**src/hw/rtl/two_level_page_walk_32_defines.svh**
```systemverilog
// Assertion macros for the page walk block.
`ifndef TWO_LEVEL_PAGE_WALK_32_DEFINES_SVH
`define TWO_LEVEL_PAGE_WALK_32_DEFINES_SVH

`ifndef SYNTH
`define LPW_ASSERT(lbl, clk, rst_n, prop) \
	lbl: assert property (@(posedge clk) disable iff (!rst_n) prop) \
		else $error("page walk assertion failed");
`define LPW_ASSERT_NORST(lbl, clk, prop) \
	lbl: assert property (@(posedge clk) prop) \
		else $error("page walk assertion failed");
`else
`define LPW_ASSERT(lbl, clk, rst_n, prop)
`define LPW_ASSERT_NORST(lbl, clk, prop)
`endif

`endif

```
**src/hw/rtl/lpw_pkg.sv**
```systemverilog
package lpw_pkg;

	localparam int unsigned STORE_WORDS_DEF = 4096;

	localparam logic CMD_WRITE = 1'b0;
	localparam logic CMD_XLATE = 1'b1;

	localparam logic [2:0] WS_SMALL  = 3'd0;
	localparam logic [2:0] WS_LARGE  = 3'd1;
	localparam logic [2:0] WS_DIR_NP = 3'd2;
	localparam logic [2:0] WS_TBL_NP = 3'd3;
	localparam logic [2:0] WS_NO_DIR = 3'd4;

	localparam logic [1:0] ACC_OK     = 2'd0;
	localparam logic [1:0] ACC_NP     = 2'd1;
	localparam logic [1:0] ACC_WR_DEN = 2'd2;
	localparam logic [1:0] ACC_US_DEN = 2'd3;
	localparam logic [2:0] TACC_NA    = 3'd4;

	localparam int unsigned BIT_P  = 0;
	localparam int unsigned BIT_RW = 1;
	localparam int unsigned BIT_US = 2;
	localparam int unsigned BIT_PS = 7;

	typedef struct packed {
		logic re;
		logic we;
	} mem_cmd_t;

	function automatic logic [1:0] check_entry(input logic [31:0] e, input logic wr,
		input logic usr);
		logic [1:0] r;
		if (!e[BIT_P]) begin
			r = ACC_NP;
		end else if (!e[BIT_RW] && wr) begin
			r = ACC_WR_DEN;
		end else if (!e[BIT_US] && usr) begin
			r = ACC_US_DEN;
		end else begin
			r = ACC_OK;
		end
		return r;
	endfunction

endpackage

```
**src/hw/rtl/lpw_ctrl.sv**
```systemverilog
`include "two_level_page_walk_32_defines.svh"

module lpw_ctrl #(
	parameter int unsigned STORE_WORDS = lpw_pkg::STORE_WORDS_DEF
) (
	input  logic                           clk,
	input  logic                           arst_n,
	input  logic [31:0]                    dir_base,
	input  logic                           in_valid,
	output logic                           in_ready,
	input  logic                           command,
	input  logic [11:0]                    word_index,
	input  logic [31:0]                    word_data,
	input  logic [31:0]                    virt_addr,
	input  logic                           is_write,
	input  logic                           is_user,
	output logic                           out_valid,
	input  logic                           out_ready,
	output logic [31:0]                    phys_addr,
	output logic [2:0]                     walk_status,
	output logic [1:0]                     dir_access,
	output logic [2:0]                     table_access,
	output lpw_pkg::mem_cmd_t              mem_cmd,
	output logic [$clog2(STORE_WORDS)-1:0] mem_addr,
	output logic [31:0]                    mem_wdata,
	input  logic [31:0]                    mem_rdata,
	input  logic                           mem_clearing
);
	import lpw_pkg::*;

	localparam int unsigned AW = $clog2(STORE_WORDS);

	localparam logic [1:0] ST_IDLE = 2'd0;
	localparam logic [1:0] ST_DIR  = 2'd1;
	localparam logic [1:0] ST_TBL  = 2'd2;

	logic [1:0]  state_q;
	logic        cmd_q;
	logic [31:0] va_q;
	logic        wr_q;
	logic        usr_q;
	logic        nobase_q;
	logic        oor_q;
	logic [1:0]  dacc_q;

	logic        out_valid_q;
	logic [31:0] phys_q;
	logic [2:0]  ws_q;
	logic [1:0]  da_q;
	logic [2:0]  ta_q;

	logic        acc;
	logic        nobase;
	logic [29:0] pde_wa;
	logic        pde_oor;
	logic        wi_ok;
	logic [31:0] ent;
	logic [29:0] pte_wa;
	logic        pte_oor;
	logic [1:0]  ent_acc;
	logic        go_tbl;
	logic        fin;
	logic        load;
	logic [31:0] r_phys;
	logic [2:0]  r_ws;
	logic [1:0]  r_da;
	logic [2:0]  r_ta;

	assign in_ready = (state_q == ST_IDLE) && !mem_clearing;
	assign acc      = in_valid && in_ready;
	assign nobase   = (dir_base[31:12] == 20'd0);
	assign pde_wa   = {dir_base[31:12], virt_addr[31:22]};
	assign pde_oor  = ({2'b00, pde_wa} >= 32'(STORE_WORDS));
	assign wi_ok    = (32'(word_index) < 32'(STORE_WORDS));

	assign ent     = oor_q ? 32'd0 : mem_rdata;
	assign ent_acc = check_entry(ent, wr_q, usr_q);
	assign pte_wa  = {ent[31:12], va_q[21:12]};
	assign pte_oor = ({2'b00, pte_wa} >= 32'(STORE_WORDS));
	assign go_tbl  = (state_q == ST_DIR) && (cmd_q == CMD_XLATE) && !nobase_q
		&& ent[BIT_P] && !ent[BIT_PS];

	always_comb begin
		mem_cmd.we = acc && (command == CMD_WRITE) && wi_ok;
		mem_cmd.re = (acc && (command == CMD_XLATE) && !nobase && !pde_oor)
			|| (go_tbl && !pte_oor);
		mem_wdata  = word_data;
		if (state_q == ST_IDLE) begin
			mem_addr = (command == CMD_WRITE) ? AW'(word_index) : pde_wa[AW-1:0];
		end else begin
			mem_addr = pte_wa[AW-1:0];
		end
	end

	always_comb begin
		r_phys = 32'd0;
		r_ws   = WS_SMALL;
		r_da   = ACC_OK;
		r_ta   = {1'b0, ACC_OK};
		if (state_q == ST_TBL) begin
			r_da = dacc_q;
			r_ta = {1'b0, ent_acc};
			if (!ent[BIT_P]) begin
				r_ws = WS_TBL_NP;
			end else begin
				r_phys = {ent[31:12], va_q[11:0]};
				r_ws   = WS_SMALL;
			end
		end else if (cmd_q == CMD_XLATE) begin
			r_ta = TACC_NA;
			if (nobase_q) begin
				r_ws = WS_NO_DIR;
				r_da = ACC_NP;
			end else begin
				r_da = ent_acc;
				if (!ent[BIT_P]) begin
					r_ws = WS_DIR_NP;
				end else begin
					r_phys = {ent[31:22], va_q[21:0]};
					r_ws   = WS_LARGE;
				end
			end
		end
	end

	assign fin  = ((state_q == ST_DIR) && !go_tbl) || (state_q == ST_TBL);
	assign load = fin && (!out_valid_q || out_ready);

	always_ff @(posedge clk or negedge arst_n) begin
		if (!arst_n) begin
			state_q     <= ST_IDLE;
			out_valid_q <= 1'b0;
		end else begin
			case (state_q)
				ST_IDLE: begin
					if (acc) begin
						state_q <= ST_DIR;
					end
				end
				ST_DIR: begin
					if (go_tbl) begin
						state_q <= ST_TBL;
					end else if (load) begin
						state_q <= ST_IDLE;
					end
				end
				ST_TBL: begin
					if (load) begin
						state_q <= ST_IDLE;
					end
				end
				default: begin
					state_q <= ST_IDLE;
				end
			endcase
			if (load) begin
				out_valid_q <= 1'b1;
			end else if (out_ready) begin
				out_valid_q <= 1'b0;
			end
		end
	end

	always_ff @(posedge clk) begin
		if (acc) begin
			cmd_q    <= command;
			va_q     <= virt_addr;
			wr_q     <= is_write;
			usr_q    <= is_user;
			nobase_q <= nobase;
			oor_q    <= pde_oor;
		end else if (go_tbl) begin
			oor_q  <= pte_oor;
			dacc_q <= ent_acc;
		end
		if (load) begin
			phys_q <= r_phys;
			ws_q   <= r_ws;
			da_q   <= r_da;
			ta_q   <= r_ta;
		end
	end

	assign out_valid    = out_valid_q;
	assign phys_addr    = phys_q;
	assign walk_status  = ws_q;
	assign dir_access   = da_q;
	assign table_access = ta_q;

	`LPW_ASSERT(a_tbl_after_dir, clk, arst_n,
		(state_q == ST_TBL) |-> ($past(state_q) == ST_DIR || $past(state_q) == ST_TBL))
	`LPW_ASSERT(a_accept_starts, clk, arst_n, acc |=> (state_q == ST_DIR))
	`LPW_ASSERT(a_no_accept_clear, clk, arst_n, mem_clearing |-> !in_ready)
	`LPW_ASSERT(a_ta_na, clk, arst_n,
		(out_valid_q && (ws_q == WS_LARGE || ws_q == WS_DIR_NP || ws_q == WS_NO_DIR))
		|-> (ta_q == TACC_NA))
	`LPW_ASSERT(a_ok_dir_present, clk, arst_n,
		(out_valid_q && (ws_q == WS_SMALL || ws_q == WS_LARGE)
		&& (ta_q != {1'b0, ACC_OK} || ws_q == WS_LARGE) && phys_q != 32'd0)
		|-> (da_q != ACC_NP))

endmodule

```
**config.mk**
```make
export PLATFORM = sky130hd
export DESIGN_NAME = lpw_ctrl
export DESIGN_NICKNAME = d
export VERILOG_FILES = /design/src/hw/rtl/lpw_pkg.sv /design/src/hw/rtl/lpw_ctrl.sv
export VERILOG_INCLUDE_DIRS = /design/src /design/src/hw/rtl
export SDC_FILE = /design/constraint.sdc
export NUM_CORES = 1
export LEC_CHECK = 0
export ABC_AREA = 0
export CAP_MARGIN = 20
export CORE_ASPECT_RATIO = 0.8
export CORE_MARGIN = 2
export CORE_UTILIZATION = 45
export CTS_BUF_LIST = sky130_fd_sc_hd__clkbuf_2 sky130_fd_sc_hd__clkbuf_4 sky130_fd_sc_hd__clkbuf_8
export DETAILED_ROUTE_END_ITERATION = 10
export DONT_BUFFER_PORTS = 1
export HOLD_SLACK_MARGIN = 0.03
export PLACE_DENSITY = 0.68
export SLEW_MARGIN = 5
export SYNTH_ARGS = -nofsm -noshare
export SYNTH_HDL_FRONTEND = slang
export SYNTH_SLANG_ARGS = --single-unit
```
**constraint.sdc**
```tcl
create_clock -name clk -period 3.9 [get_ports clk]
set_input_delay 0.78 -clock clk [delete_from_list [all_inputs] [get_ports clk]]
set_output_delay 0.78 -clock clk [all_outputs]
set_load 0.01 [all_outputs]
```
==> impl_summary.md <==
Synthesis
The part of the Yosys area used for sequential elements is 66.2%. The leading register cell type out of synthesis is edfxtp_1. The gate count of the mapped netlist is 245.

The average cell area after synthesis is 13.2 sq um. Counting every net in the synthesized netlist gives 393. The share of the synthesized area in the top cell type is 63.9%. The number of synthesized register bits is 72. The post-synthesis cell type count is 27. Of all flip-flops after synthesis, the portion carrying an async set or reset was 4.17%. The cell area after technology mapping is 3240 sq um. During synthesis, Yosys emitted a total of 0 warnings. Counting flops with a built-in enable in the synthesized netlist gives 69. The largest area contributor in the synthesized netlist is edfxtp_1. Sorting the synthesized cells by area gives the leading types as edfxtp_1 (64%), buf_4 (7.4%), and2_1 (4.8%), mux2i_1 (3.7%), o21ai_0 (3.1%).

Placement
The post-placement cell count is 293. The count of port buffers added during placement is 0. Summed over all nets, the half-perimeter wirelength after detailed placement is 5580 um.

The placer's final routability congestion estimate is 0.839. The standard cell area after detailed placement is 3100 sq um.

Die
The die area is 7910 sq um. In this run the core area contains 27 standard-cell rows. The x dimension of the die is 98.9 um.

The core box area is 6930 sq um. The total I/O pin count is 236. The initial cell density of the core is 46.8%. The die is 79.9 um tall.

Cells and area
Measured on the finished design, the core utilization comes to 47.4%. The multi-input combinational cells in the finished layout cover a total of 818 sq um. The count of filler cells inserted in the layout is 609. In the final layout, the share of cells above drive strength 1 is 10.3%. The post-route standard cell area excluding fillers is 3280 sq um. The number of non-filler instances in the completed layout is 310. The sequential cells in the finished layout cover a total of 2150 sq um. The final net count is 366. The number of antenna diodes in the final layout is 0. The layout overhead on the synthesized area is 1.20%.

Timing
The clock period minus final worst setup slack is 2.96 ns. In the final timing run, aggregate negative setup slack is 0 ns. Setup repair after global routing left no endpoint under its margin. The maximum clock frequency is 338 MHz.

The number of hold-slack violations in the final timing report came to 0. The slew at the pin closest to its max-slew limit is 0.808 ns. The normalized max-slew margin is 45.9%. The final period utilization is 76.0%. The largest clock skew in the final design is 0.0102 ns. The final setup violation count is 0. The number of pins with negative max-slew slack in the final report came to 0.

Global routing
The number of global-route vias before repair is 1679. The initial antenna violation count is 0. Global routing finished with a remaining overflow of 0. The first global-routing pass estimated 10200 um of wire. The overall fraction of global-route tracks in use is 17.8%.

The maximum number of pins on one net before global-route repair is 29.

Power
Overall power consumption after layout is estimated at 1.53 mW. The static leakage is 1.13 nW. VDD sags by at most 0.000241 V.

In this run the power density over the cells is 468 nW/um^2.

Route
The first-iteration detailed-routing DRC count is 67. The average wire length per cell after detail routing is 22.9 um. The count of nets left with antenna violations once routing finished came out at 0. The number of optimization iterations in the first detailed-route pass is 4. For this block, the routed nets add up to 7090 um of wire. The total number of vias is 1784. The routed via count divided by cell count is 5.75. The number of DRC violations after detailed routing is 0.

Critical path
The worst setup path is of the input pin to output pin kind. The worst setup path is captured at an output pin. The depth of the worst register-to-register path is 5. In this run the worst path has a maximum fanout of 3. The worst flop-to-flop path startpoint is state_q[0]. The element type at the critical path start is an input pin. In this run the register-to-register setup slack is 1.45 ns.

The terminus of the critical flop-to-flop path is va_q[11]. Data on the critical path arrives at its endpoint at 2.18 ns. The critical path required time is 3.12 ns.

Clocking
Clock-pin slew was measured on the worst setup and hold paths at 0.08 ns. The quantity of gates resized following cts is 0. The H-tree generated during clock tree synthesis spans 3 levels.

The sink count of the clock tree is 72. The TritonCTS clock tree is done. The buffer levels on the longest clock path is 2. The total clock buffers created by CTS is 9. The cell at the root of the clock tree is clkbuf_8. Clock latency on the worst-skew pair, taken at its later pin, is 0.34 ns.

The number of setup buffers added after CTS is 0. Buffers inserted to repair hold after CTS numbered 0.

Job
The tool flagged a number of max-cap violations equal to 0.

Outcome
The run finished with clean final reports.

Min path
The worst min-delay path class is input pin to async pin.
-- layout make-up --
class / count / share of cell area (%)
flip-flops and latches: 72 / 65.4
multi-input cells: 129 / 24.9
clock buffers: 10 / 4.00
well taps: 87 / 3.32
clock inverters: 6 / 1.33
repair buffers: 3 / 0.686
inverters: 3 / 0.343
-- critical path, stage by stage --
cell and delay, ns:
or4_1 0.50, or4_4 0.52, o32ai_2 0.38
-- flip-flops by register name, indices dropped and copies added, names as in the netlist, 2 cells and up --
register,count
dacc_q,2
dir_access,2
phys_addr,32
state_q,2
table_access,3
va_q,22
walk_status,3
-- stage by stage --
stage / setup slack, ns / hold slack (ns)
after global placement: 0.846 / 0.480
after detailed placement: 0.847 / 0.485
after CTS: 0.839 / 0.110
after floorplan: 0.665 / 0.448
after global routing: 0.795 / 0.103
final: 0.937 / 0.125
-- how the worst max path moves through the flow --
stage,startpoint,endpoint,slack [ns]
after floorplan,mem_rdata[0],dir_access[0],0.66
final,dir_base[16],mem_cmd[1],0.94
after detailed placement,mem_rdata[19],mem_cmd[1],0.85
after CTS,mem_rdata[19],mem_cmd[1],0.84
after global placement,mem_rdata[19],mem_cmd[1],0.85
after global routing,state_q[0],mem_cmd[1],0.79
-- logic make-up (layout without fill, tap and decap cells) --
group                  after synthesis  after routing  share of synthesized area (%)
flip-flops                          72             72                           66.2
AO/OA/AOI/OAI                       35             35                           7.02
AND/OR/NAND/NOR                     82             82                           14.3
buffers and inverters               44             22                           8.83
multiplexers                        12             12                           3.70
-- per-layer routing --
| metal | global-route usage (%) | vias to the layer above | share of wire (%) |
|---|---|---|---|
| li1 | - | 809 | - |
| met1 | 22.1 | 844 | 39 |
| met2 | 27.4 | 115 | 48 |
| met3 | 8.23 | 16 | 11 |
| met4 | 6.85 | 0 | 2.3 |
| met5 | 0 | - | 0 |
-- where the power goes --
| part | switching (mW) | internal [mW] | total (mW) |
|---|---|---|---|
| Clock | 0.269 | 0.240 | 0.509 |
| Combinational | 0.0656 | 0.0287 | 0.0943 |
| Sequential | 0.0326 | 0.899 | 0.932 |
-- cells in the final DEF (no fill, tap or decap) --
| cell type | instances |
|---|---|
| nand3b_1 | 2 |
| and3b_1 | 1 |
| inv_1 | 3 |
| or2_2 | 1 |
| nand2_1 | 16 |
| nand3_1 | 4 |
| inv_6 | 1 |
| nor2_1 | 7 |
| buf_4 | 3 |
| o21ai_0 | 20 |
| nand2b_1 | 6 |
| nor4_1 | 6 |
| or4_1 | 3 |
| clkbuf_4 | 1 |
| mux2i_1 | 12 |
| a22o_1 | 11 |
| nor3_1 | 2 |
| nor4bb_1 | 1 |
| o32ai_2 | 1 |
| clkinv_2 | 2 |
| nor2b_1 | 5 |
| clkinv_4 | 2 |
| or4_4 | 1 |
| clkbuf_8 | 9 |
| and2_1 | 25 |
| clkinvlp_4 | 1 |
| a21oi_1 | 3 |
| edfxtp_1 | 69 |
| and3_1 | 1 |
| nor2_4 | 1 |
| dfrtp_1 | 3 |
-- cells in the mapped netlist (4+ instances only) --
library cell	count
mux2i_1	12
a22o_1	11
and2_1	25
buf_4	32
nand2_1	16
o21ai_0	20
nor2_1	8
nor2b_1	5
clkbuf_1	7
edfxtp_1	69
nor4_1	6
nand3_1	4
nand2b_1	6
(Power assumes the default switching activity.)
